`config.mk`:
```
export PLATFORM = sky130hd
export DESIGN_NAME = sliding_median_filter_unit
export DESIGN_NICKNAME = d
export VERILOG_FILES = /design/src/rtl/core/smf_pkg.sv /design/src/rtl/core/smf_ram.sv /design/src/rtl/core/smf_select.sv /design/src/rtl/core/sliding_median_filter_unit.sv
export SDC_FILE = /design/constraint.sdc
export NUM_CORES = 1
export LEC_CHECK = 0
export BUFFER_PORTS_ARGS = -buffer_cell sky130_fd_sc_hd__buf_4
export CAP_MARGIN = 10
export CORE_MARGIN = 3
export CORE_UTILIZATION = 45
export DETAILED_ROUTE_END_ITERATION = 8
export PLACE_DENSITY_LB_ADDON = 0.25
export SLEW_MARGIN = 40
export SYNTH_ARGS = -nofsm -noshare
export SYNTH_HDL_FRONTEND = slang
export SYNTH_SLANG_ARGS = --single-unit
```
`constraint.sdc`:
```
create_clock -name clk -period 5.85 [get_ports clk]
set_input_delay 0 -clock clk [delete_from_list [all_inputs] [get_ports clk]]
set_output_delay 0 -clock clk [all_outputs]
set_load 0.01 [all_outputs]
```
`src/rtl/core/smf_pkg.sv`:
```
// ---------------------------------------------------------------------------
// smf_pkg
// Types and defaults shared by the sliding median filter modules.
// ---------------------------------------------------------------------------
package smf_pkg;

    localparam int WINDOW_DEF      = 5;
    localparam int CHANNELS_DEF    = 2;
    localparam int SAMPLE_BITS_DEF = 16;
    localparam int CHAN_BITS       = 1;
    localparam int MEDIAN_BITS     = 16;

    typedef struct packed {
        logic [CHAN_BITS-1:0]   channel;
        logic [MEDIAN_BITS-1:0] sample;
    } in_t;

    typedef struct packed {
        logic [CHAN_BITS-1:0]   channel_out;
        logic [MEDIAN_BITS-1:0] median;
    } out_t;

    // Control from the sequencer to the selection engine
    typedef struct packed {
        logic load;
    } sel_ctl_t;

    // Status back from the selection engine
    typedef struct packed {
        logic busy;
        logic done;
    } sel_sts_t;

endpackage

```
`src/rtl/core/smf_ram.sv`:
```
// ---------------------------------------------------------------------------
// smf_ram
// Generic single-write, single-read RAM with registered read data.
// ---------------------------------------------------------------------------
module smf_ram #(
    parameter int WIDTH = 16,
    parameter int DEPTH = 2
) (
    input  logic                                        clk,
    input  logic                                        wr_en,
    input  logic [(DEPTH > 1 ? $clog2(DEPTH) : 1)-1:0] wr_addr,
    input  logic [WIDTH-1:0]                            wr_data,
    input  logic                                        rd_en,
    input  logic [(DEPTH > 1 ? $clog2(DEPTH) : 1)-1:0] rd_addr,
    output logic [WIDTH-1:0]                            rd_data
);

    logic [WIDTH-1:0] mem [DEPTH];
    logic [WIDTH-1:0] rd_data_reg;

    always_ff @(posedge clk)
    begin
        if (wr_en)
        begin
            mem[wr_addr] <= wr_data;
        end
        if (rd_en)
        begin
            rd_data_reg <= mem[rd_addr];
        end
    end

    assign rd_data = rd_data_reg;

endmodule

```
`src/rtl/core/smf_select.sv`:
```
// ---------------------------------------------------------------------------
// smf_select
// Bit-serial rank selection: shifts the window out MSB first and resolves
// one bit of the middle element per cycle.
// ---------------------------------------------------------------------------
module smf_select #(
    parameter int WINDOW      = smf_pkg::WINDOW_DEF,
    parameter int SAMPLE_BITS = smf_pkg::SAMPLE_BITS_DEF
) (
    input  logic                          clk,
    input  logic                          rst_n,
    input  smf_pkg::sel_ctl_t             ctl,
    input  logic [WINDOW*SAMPLE_BITS-1:0] row,
    output smf_pkg::sel_sts_t             sts,
    output logic [SAMPLE_BITS-1:0]        median
);

    localparam int CW   = $clog2(WINDOW + 1);
    localparam int NW   = $clog2(SAMPLE_BITS + 1);
    localparam int RANK = WINDOW / 2;

    logic [SAMPLE_BITS-1:0] sh_reg [WINDOW];
    logic [WINDOW-1:0]      alive_reg;
    logic [CW-1:0]          rank_reg;
    logic [SAMPLE_BITS-1:0] med_reg;
    logic [NW-1:0]          cnt_reg;
    logic [NW-1:0]          cnt_next;
    logic [CW-1:0]          zeros;
    logic [WINDOW-1:0]      msb;
    logic                   bit_q;
    logic                   busy;

    assign busy = (cnt_reg != '0);

    // Count live candidates whose current bit is zero
    always_comb
    begin
        zeros = '0;
        for (int i = 0; i < WINDOW; i++)
        begin
            msb[i] = sh_reg[i][SAMPLE_BITS-1];
            zeros  = zeros + CW'(alive_reg[i] & ~sh_reg[i][SAMPLE_BITS-1]);
        end
        bit_q = (rank_reg >= zeros);
    end

    always_comb
    begin
        cnt_next = cnt_reg;
        if (ctl.load)
        begin
            cnt_next = NW'(SAMPLE_BITS);
        end
        else if (busy)
        begin
            cnt_next = cnt_reg - NW'(1);
        end
    end

    always_ff @(posedge clk or negedge rst_n)
    begin
        if (!rst_n)
        begin
            cnt_reg <= '0;
        end
        else
        begin
            cnt_reg <= cnt_next;
        end
    end

    always_ff @(posedge clk)
    begin
        if (ctl.load)
        begin
            for (int i = 0; i < WINDOW; i++)
            begin
                sh_reg[i] <= row[i*SAMPLE_BITS +: SAMPLE_BITS];
            end
            alive_reg <= '1;
            rank_reg  <= CW'(RANK);
        end
        else if (busy)
        begin
            for (int i = 0; i < WINDOW; i++)
            begin
                sh_reg[i] <= sh_reg[i] << 1;
            end
            // drop the candidates on the wrong side of the resolved bit
            if (bit_q)
            begin
                alive_reg <= alive_reg & msb;
                rank_reg  <= rank_reg - zeros;
            end
            else
            begin
                alive_reg <= alive_reg & ~msb;
            end
            med_reg <= {med_reg[SAMPLE_BITS-2:0], bit_q};
        end
    end

    assign sts.busy = busy;
    assign sts.done = busy && (cnt_reg == NW'(1));
    assign median   = med_reg;

endmodule

```
`src/rtl/core/sliding_median_filter_unit.sv`:
```
// ---------------------------------------------------------------------------
// sliding_median_filter_unit
// Two-channel running median over the last WINDOW samples of each channel.
// ---------------------------------------------------------------------------
// Flow: accept reads the channel's row from a row-per-channel RAM; ST_LOAD
//   writes the sample into its oldest slot and starts the engine, which
//   resolves one median bit per cycle in ST_SHIFT. A channel failing ch_ok
//   skips to ST_DONE with a zero median; one transaction at a time.
// Reset: windows read as zero and write slots restart at zero; no clearing
//   pass, a per-channel valid bit masks rows never written.
module sliding_median_filter_unit #(
    parameter int WINDOW      = smf_pkg::WINDOW_DEF,
    parameter int CHANNELS    = smf_pkg::CHANNELS_DEF,
    parameter int SAMPLE_BITS = smf_pkg::SAMPLE_BITS_DEF
) (
    input  logic          clk,
    input  logic          rst_n,
    input  logic          sample_valid,
    output logic          sample_stall,
    input  smf_pkg::in_t  sample_data,
    output logic          median_valid,
    input  logic          median_stall,
    output smf_pkg::out_t median_data
);

    localparam int CAW = (CHANNELS > 1) ? $clog2(CHANNELS) : 1;
    localparam int SW  = (WINDOW > 1) ? $clog2(WINDOW) : 1;
    localparam int RW  = WINDOW * SAMPLE_BITS;

    typedef enum logic [3:0] {
        ST_IDLE  = 4'b0001,
        ST_LOAD  = 4'b0010,
        ST_SHIFT = 4'b0100,
        ST_DONE  = 4'b1000
    } state_t;

    state_t                          state_reg;
    state_t                          state_next;
    logic [CHANNELS-1:0]             vld_reg;
    logic [SW-1:0]                   slot_reg [CHANNELS];
    logic                            out_vld_reg;
    smf_pkg::out_t                   out_data_reg;
    logic [smf_pkg::CHAN_BITS-1:0]   ch_reg;
    logic [SAMPLE_BITS-1:0]          smp_reg;
    logic                            ok_reg;

    logic                            accept;
    logic                            ch_ok;
    logic                            out_free;
    logic [CAW-1:0]                  addr;
    logic [SW-1:0]                   slot_cur;
    logic [SW-1:0]                   slot_adv;
    logic [RW-1:0]                   ram_rd;
    logic [RW-1:0]                   row_cur;
    logic [RW-1:0]                   row_new;
    logic [SAMPLE_BITS-1:0]          med;
    logic [31:0]                     med_wide;
    logic [31:0]                     smp_wide;
    smf_pkg::sel_ctl_t               sel_ctl;
    smf_pkg::sel_sts_t               sel_sts;

    assign accept       = sample_valid && !sample_stall;
    assign sample_stall = (state_reg != ST_IDLE);
    assign ch_ok        = (CHANNELS > 1) || (sample_data.channel == '0);
    assign out_free     = !out_vld_reg || !median_stall;
    assign addr         = CAW'(ch_reg);
    assign slot_cur     = slot_reg[addr];
    assign slot_adv     = (slot_cur == SW'(WINDOW - 1)) ? '0 : slot_cur + SW'(1);
    assign smp_wide     = 32'(sample_data.sample);
    assign med_wide     = 32'(med);
    assign sel_ctl.load = (state_reg == ST_LOAD);

    // Insert the new sample into the oldest slot of the fetched row
    always_comb
    begin
        row_cur = vld_reg[addr] ? ram_rd : '0;
        row_new = row_cur;
        for (int i = 0; i < WINDOW; i++)
        begin
            if (slot_cur == SW'(i))
            begin
                row_new[i*SAMPLE_BITS +: SAMPLE_BITS] = smp_reg;
            end
        end
    end

    smf_ram #(
        .WIDTH (RW),
        .DEPTH (CHANNELS)
    ) u_ram (
        .clk     (clk),
        .wr_en   (sel_ctl.load),
        .wr_addr (addr),
        .wr_data (row_new),
        .rd_en   (accept),
        .rd_addr (CAW'(sample_data.channel)),
        .rd_data (ram_rd)
    );

    smf_select #(
        .WINDOW      (WINDOW),
        .SAMPLE_BITS (SAMPLE_BITS)
    ) u_select (
        .clk    (clk),
        .rst_n  (rst_n),
        .ctl    (sel_ctl),
        .row    (row_new),
        .sts    (sel_sts),
        .median (med)
    );

    always_comb
    begin
        state_next = state_reg;
        unique case (state_reg)
            ST_IDLE:
            begin
                if (accept)
                begin
                    state_next = ch_ok ? ST_LOAD : ST_DONE;
                end
            end
            ST_LOAD:
            begin
                state_next = ST_SHIFT;
            end
            ST_SHIFT:
            begin
                if (sel_sts.done)
                begin
                    state_next = ST_DONE;
                end
            end
            ST_DONE:
            begin
                if (out_free)
                begin
                    state_next = ST_IDLE;
                end
            end
            default:
            begin
                state_next = ST_IDLE;
            end
        endcase
    end

    always_ff @(posedge clk or negedge rst_n)
    begin
        if (!rst_n)
        begin
            state_reg   <= ST_IDLE;
            vld_reg     <= '0;
            out_vld_reg <= 1'b0;
            for (int c = 0; c < CHANNELS; c++)
            begin
                slot_reg[c] <= '0;
            end
        end
        else
        begin
            state_reg <= state_next;
            if (state_reg == ST_LOAD)
            begin
                vld_reg[addr]  <= 1'b1;
                slot_reg[addr] <= slot_adv;
            end
            if ((state_reg == ST_DONE) && out_free)
            begin
                out_vld_reg <= 1'b1;
            end
            else if (!median_stall)
            begin
                out_vld_reg <= 1'b0;
            end
        end
    end

    always_ff @(posedge clk)
    begin
        if (accept)
        begin
            ch_reg  <= sample_data.channel;
            smp_reg <= smp_wide[SAMPLE_BITS-1:0];
            ok_reg  <= ch_ok;
        end
        // hold the result while the transaction is stalled
        if ((state_reg == ST_DONE) && out_free)
        begin
            out_data_reg.channel_out <= ch_reg;
            out_data_reg.median      <= ok_reg ? med_wide[smf_pkg::MEDIAN_BITS-1:0] : '0;
        end
    end

    assign median_valid = out_vld_reg;
    assign median_data  = out_data_reg;

endmodule

```
After elaboration in Yosys (flattened, before gate mapping)
Memory sizes are Yosys's and may differ from the RTL's. A register that Yosys moved wholly into a read port is not among the register bits. Index checks and enable logic that the tools add are counted. Widths: inputs -> output; s select.

Register bits after elaboration: 76. RAM bits: 240. Input bits: 21. Output and inout bits: 19. Logic and storage cells: 113. Memories: 2.

Add/subtract/negate cells: 7. $lt $le $gt $ge: 5. Equal/unequal tests: 14. Multiplexer cells: 36. Bitwise gates (word level): 21. Reduce and logical (&&, ||, !) cells: 15.

Memories: u_ram.mem (depth 2, width 80, read ports 1, clocked after memory_dff 1, write ports 1, RTL line smf_ram.sv:18) `logic [WIDTH-1:0] mem [DEPTH];`; u_select.sh_reg (depth 5, width 16, read ports 5, clocked after memory_dff 0, write ports 5, RTL line smf_select.sv:22) `logic [SAMPLE_BITS-1:0] sh_reg [WINDOW];`.

Operator list (count): $mux 16 (10); $mux 80 (1); $pmux 4 s4 (1); $and 1x3->3 (5); $mux 3 (5); $mux 5 (3); $not 1->3 (5); $add 3x3->3 (4); $mux 4 (3); $and 5x5->5 (2); $mux 1 (10); $bwmux 6 (1); $eq 3x2->1 const B (2); $ne 2x2->1 const B (3); $eq 5x1->1 const B (1); $logic_and 1x1->1 (5); $not 5->5 (1); $or 1x1->1 (5); $reduce_bool 5->1 (1); $sub 5x1->5 const B (1); $eq 4x1->1 const B (1); $eq 4x2->1 const B (1); $eq 4x3->1 const B (1); $eq 4x4->1 const B (1); 22 further kinds (25).

Depth between registers and ports, before layout
An unclocked memory read counts as a cell.

Depth in word-level cells: 9. Depth in mapped cells: 11. Mapped depth without buffers: 11.

Hierarchy
Synthesis repeated with hierarchy kept, for this count alone.

Cell total of the unflattened synthesis: 982. Area, all modules: 16280.6 um^2.

By module, submodules not included: smf_ram (times used 1, cells each 331, area each 8592.0 um^2, sequential area each 7206.9 um^2); smf_select (times used 1, cells each 279, area each 4704.5 um^2, sequential area each 3168.0 um^2); sliding_median_filter_unit (times used 1, cells each 372, area each 2984.1 um^2, sequential area each 1347.5 um^2).

Worst setup path before layout
Ideal clock, no wire load.

Path type: reg-to-reg. From: register state_reg[0]. To: register ch_reg, in the netlist addr (enable). Library setup time: 0.554 ns. Arrival time: 5.049 ns. Required time: 5.296 ns. Setup slack: 0.247 ns. Cell stages (with the launch flop): 4. Buffers on the path: 1. Cell sequence: dfstp_2 -> clkbuf_1 -> nand3b_1 -> nor2_1.

Word-level cells in the longest chain between the ends: 3.

RTL lines: start, declared (RTL line sliding_median_filter_unit.sv:37) `state_t state_reg;`; start signal, assigned (RTL line sliding_median_filter_unit.sv:162) `state_reg <= state_next;`; $ne 4x1->1 (RTL line sliding_median_filter_unit.sv:63) `assign sample_stall = (state_reg != ST_IDLE);`; named net sample_stall (RTL line sliding_median_filter_unit.sv:19) `output logic sample_stall,`; $logic_not 1->1 (RTL line sliding_median_filter_unit.sv:62) `assign accept = sample_valid && !sample_stall;`; $logic_and 1x1->1 (RTL line sliding_median_filter_unit.sv:62); named net accept (RTL line sliding_median_filter_unit.sv:47) `logic accept;`; end signal, assigned (RTL line sliding_median_filter_unit.sv:183) `ch_reg <= sample_data.channel;`; end, declared (RTL line sliding_median_filter_unit.sv:43) `logic [smf_pkg::CHAN_BITS-1:0] ch_reg;`.

The timed path passes the listed nets, and every way through them passes these cells. A chain may end at the register's enable or synchronous reset.

==> results.cfg <==
[yosys]
synth_commonest_cells = edfxtp_1, mux2_2, a22o_1
synth_ff_type = edfxtp_1
postSynthAreaPerCell_um2 = 18.1
yosys.area.top_type = edfxtp_1
synthesis.nets = 892
synth_area_leaders = edfxtp_1, mux2_2, a22o_1
syn_inst = 856
ys_seq_area_share_pct = 75.5
synth-seq-cells = 396
yosysMostFrequentCell = edfxtp_1
ys_warn_count = 0
synth-edff-count = 370
synth_cell_types = 44
netlist_area_um2 = 15500
synth_top_area_share_pct = 71.6
synthArstFlopShare_pct = 4.55

[cells_and_area]
instances_no_fill = 1417
largest_reg_flops = 160
finalNetCount = 973
area_growth_pct = 14.6
nFillCells = 2729
final_layout_size_suffix_gt1_share_pct = 29.6
diodes = 0

[global_routing]
grt_pass1_wl_um = 46600
grt_pass1_vias = 7859
track_usage_pct = 16.6
grt_antenna_before_repair = 1
grt_max_degree = 55
globalRouteOverflowTotal = 0

[pwr]
power.internal_mw = 6.64
powerDensity_nw_per_um2 = 531
clkPwrFrac_pct = 26.0
power_frac_comb_pct = 25.3
seqPwrFrac_pct = 48.8
swShare_pct = 29.8
power.switching_mw = 2.81
p_leak_nw = 6.32
peakVddDrop_uv = 296

[timing]
max_slew_margin_pct = 48.1
clock_skew_ns = 0.0202
fmax_mhz = 313
tightest_slew_ns = 0.779
min_period_over_period_pct = 54.5
slew_violations = 0
rsz0062_at_grt = no
finalHoldViolCount = 0
period_needed_ns = 3.19
finalSetupTns_ns = 0
finalSetupViolations = 0

[clock_network]
clk_pin_slew_ns = 0.06
clock-sinks = 396
cts_htree_levels = 2
cts_resized = 0
cts_buffers = 42
clk_latency_ns = 0.54
clockBufferDepth = 3
tritoncts = built
ctsRootBufferMaster = clkbuf_16

[min_path]
hp-start = sample_data[13]
whs_endpoint = smp_reg[13]
worstHoldPathType = in -> reg
whs_path_depth = 2

[setup_path]
timing.rr.end = u_select.alive_reg[0]
r2r_cells = 11
r2r_start = u_select.sh_reg[0][63]
reg2reg_slack_ns = 2.66
worstPathMaxFanout = 10
crit_type = reg -> reg
crit_required_ns = 6.30
critPathArrivalTime_ns = 3.64
worstSetupStartpointType = flop
end_kind = flop

[place]
dpl.cell_count = 1319
place.gp.congestion = 0.770
dp_hpwl_um = 16400
portBuffers = 39

[job]
drv_cap = 0

[floorplanning]
dieHeight_um = 192
coreArea_um2 = 33800
ioPinCount = 40
die_w_um = 192
rows = 67
die_area_um2 = 36800
start_util_pct = 46.0

[routing]
viasPerCell = 5.42
via_count = 7678
dr.pass1.iters = 5
drtIter0Drc = 524
drcViolationCount = 0
wl_um = 29800
wl_per_cell_um = 21.0
drt.antenna.violating_nets = 0

[status]
status = finished clean
critical path, cell delays in order (launching register included):
cell and delay (ns):
edfxtp_1 0.37, nand2b_1 0.20, fa_1 0.56, inv_1 0.06, fa_1 0.37, ha_1 0.32
inv_1 0.05, ha_1 0.26, nand2_1 0.06, o21ai_2 0.40, mux2_2 0.39, nand3_1 0.07
layer usage:
metal | track usage [%] | share of wire, %
met5 | 0 | 0
met4 | 4.54 | 1.8
met3 | 2.43 | 4.0
met2 | 25.7 | 46
met1 | 24.6 | 48
stage by stage:
step	util [%]	worst slack, ns	cell area, um2	total power, mW	hold WS (ns)
after global routing	52.7	2.44	17800	9.95	0.164
after detailed placement	48.3	2.65	16300	7.03	-0.118
after global placement	48.2	2.73	16300	6.96	-0.116
after CTS	52.7	2.62	17800	9.54	0.151
after floorplan	-	0.247	15500	6.32	-0.296
final	52.7	2.66	17800	9.45	0.176
final cells by class:
| type | count | area (um2) | share of cell area, % |
|---|---|---|---|
| clock buffers | 54 | 1120 | 6.28 |
| clock inverters | 22 | 148 | 0.830 |
| inverters | 14 | 58.8 | 0.330 |
| multi-input cells | 408 | 3560 | 20.0 |
| flip-flops and latches | 396 | 11700 | 65.9 |
| well taps | 448 | 561 | 3.15 |
| repair buffers | 75 | 626 | 3.52 |
power by group through the flow:
stage,clock network [mW],registers (mW),logic [mW]
after floorplan,0,4.54,1.77
after detailed placement,0,4.65,2.38
after global placement,0,4.65,2.32
after global routing,2.64,4.68,2.63
final,2.45,4.61,2.39
after CTS,2.51,4.61,2.42
cells in the final DEF (no fill, tap or decap), types with 8 or more instances in the layout:
cell / instances
inv_1: 12
nand3b_1: 8
o21ai_0: 18
edfxtp_1: 370
nand2_1: 53
clkinv_2: 8
ha_1: 12
and2_1: 8
buf_4: 52
a22o_1: 60
mux2_2: 160
clkbuf_16: 43
clkinv_1: 10
nand3_1: 10
a21oi_1: 10
dlygate4sd3_1: 21
dfrtp_1: 17
clkbuf_1: 11
nand2b_1: 9
dfxtp_1: 8
worst max-delay path by stage:
stage / start / end / cells past startpoint
after CTS: u_select.sh_reg[0][63] / u_select.alive_reg[0] / 11
after global placement: u_select.sh_reg[0][63] / u_select.alive_reg[3] / 11
final: u_select.sh_reg[0][63] / u_select.alive_reg[0] / 11
after detailed placement: u_select.sh_reg[0][63] / u_select.alive_reg[0] / 11
after global routing: u_select.sh_reg[0][63] / u_select.alive_reg[1] / 11
after floorplan: state_reg[0] / addr / 3
kinds of logic after synthesis:
logic type               share of synthesized area (%)
flip-flops                                        75.5
AND/OR/NAND/NOR                                   4.05
multiplexers                                      12.1
XOR/XNOR                                        0.0564
buffers and inverters                             1.78
adder cells (fa/ha/maj)                           1.35
AO/OA/AOI/OAI                                     5.17
timing repair:
| action | 4_1_cts | 5_1_grt |
|---|---|---|
| buffers inserted | 0 | 0 |
| endpoints found under the setup margin | 0 | 0 |
| hold buffers | 22 | 0 |
| endpoints found under the hold margin | 56 | 0 |
Power figures use the tool's default switching activity.
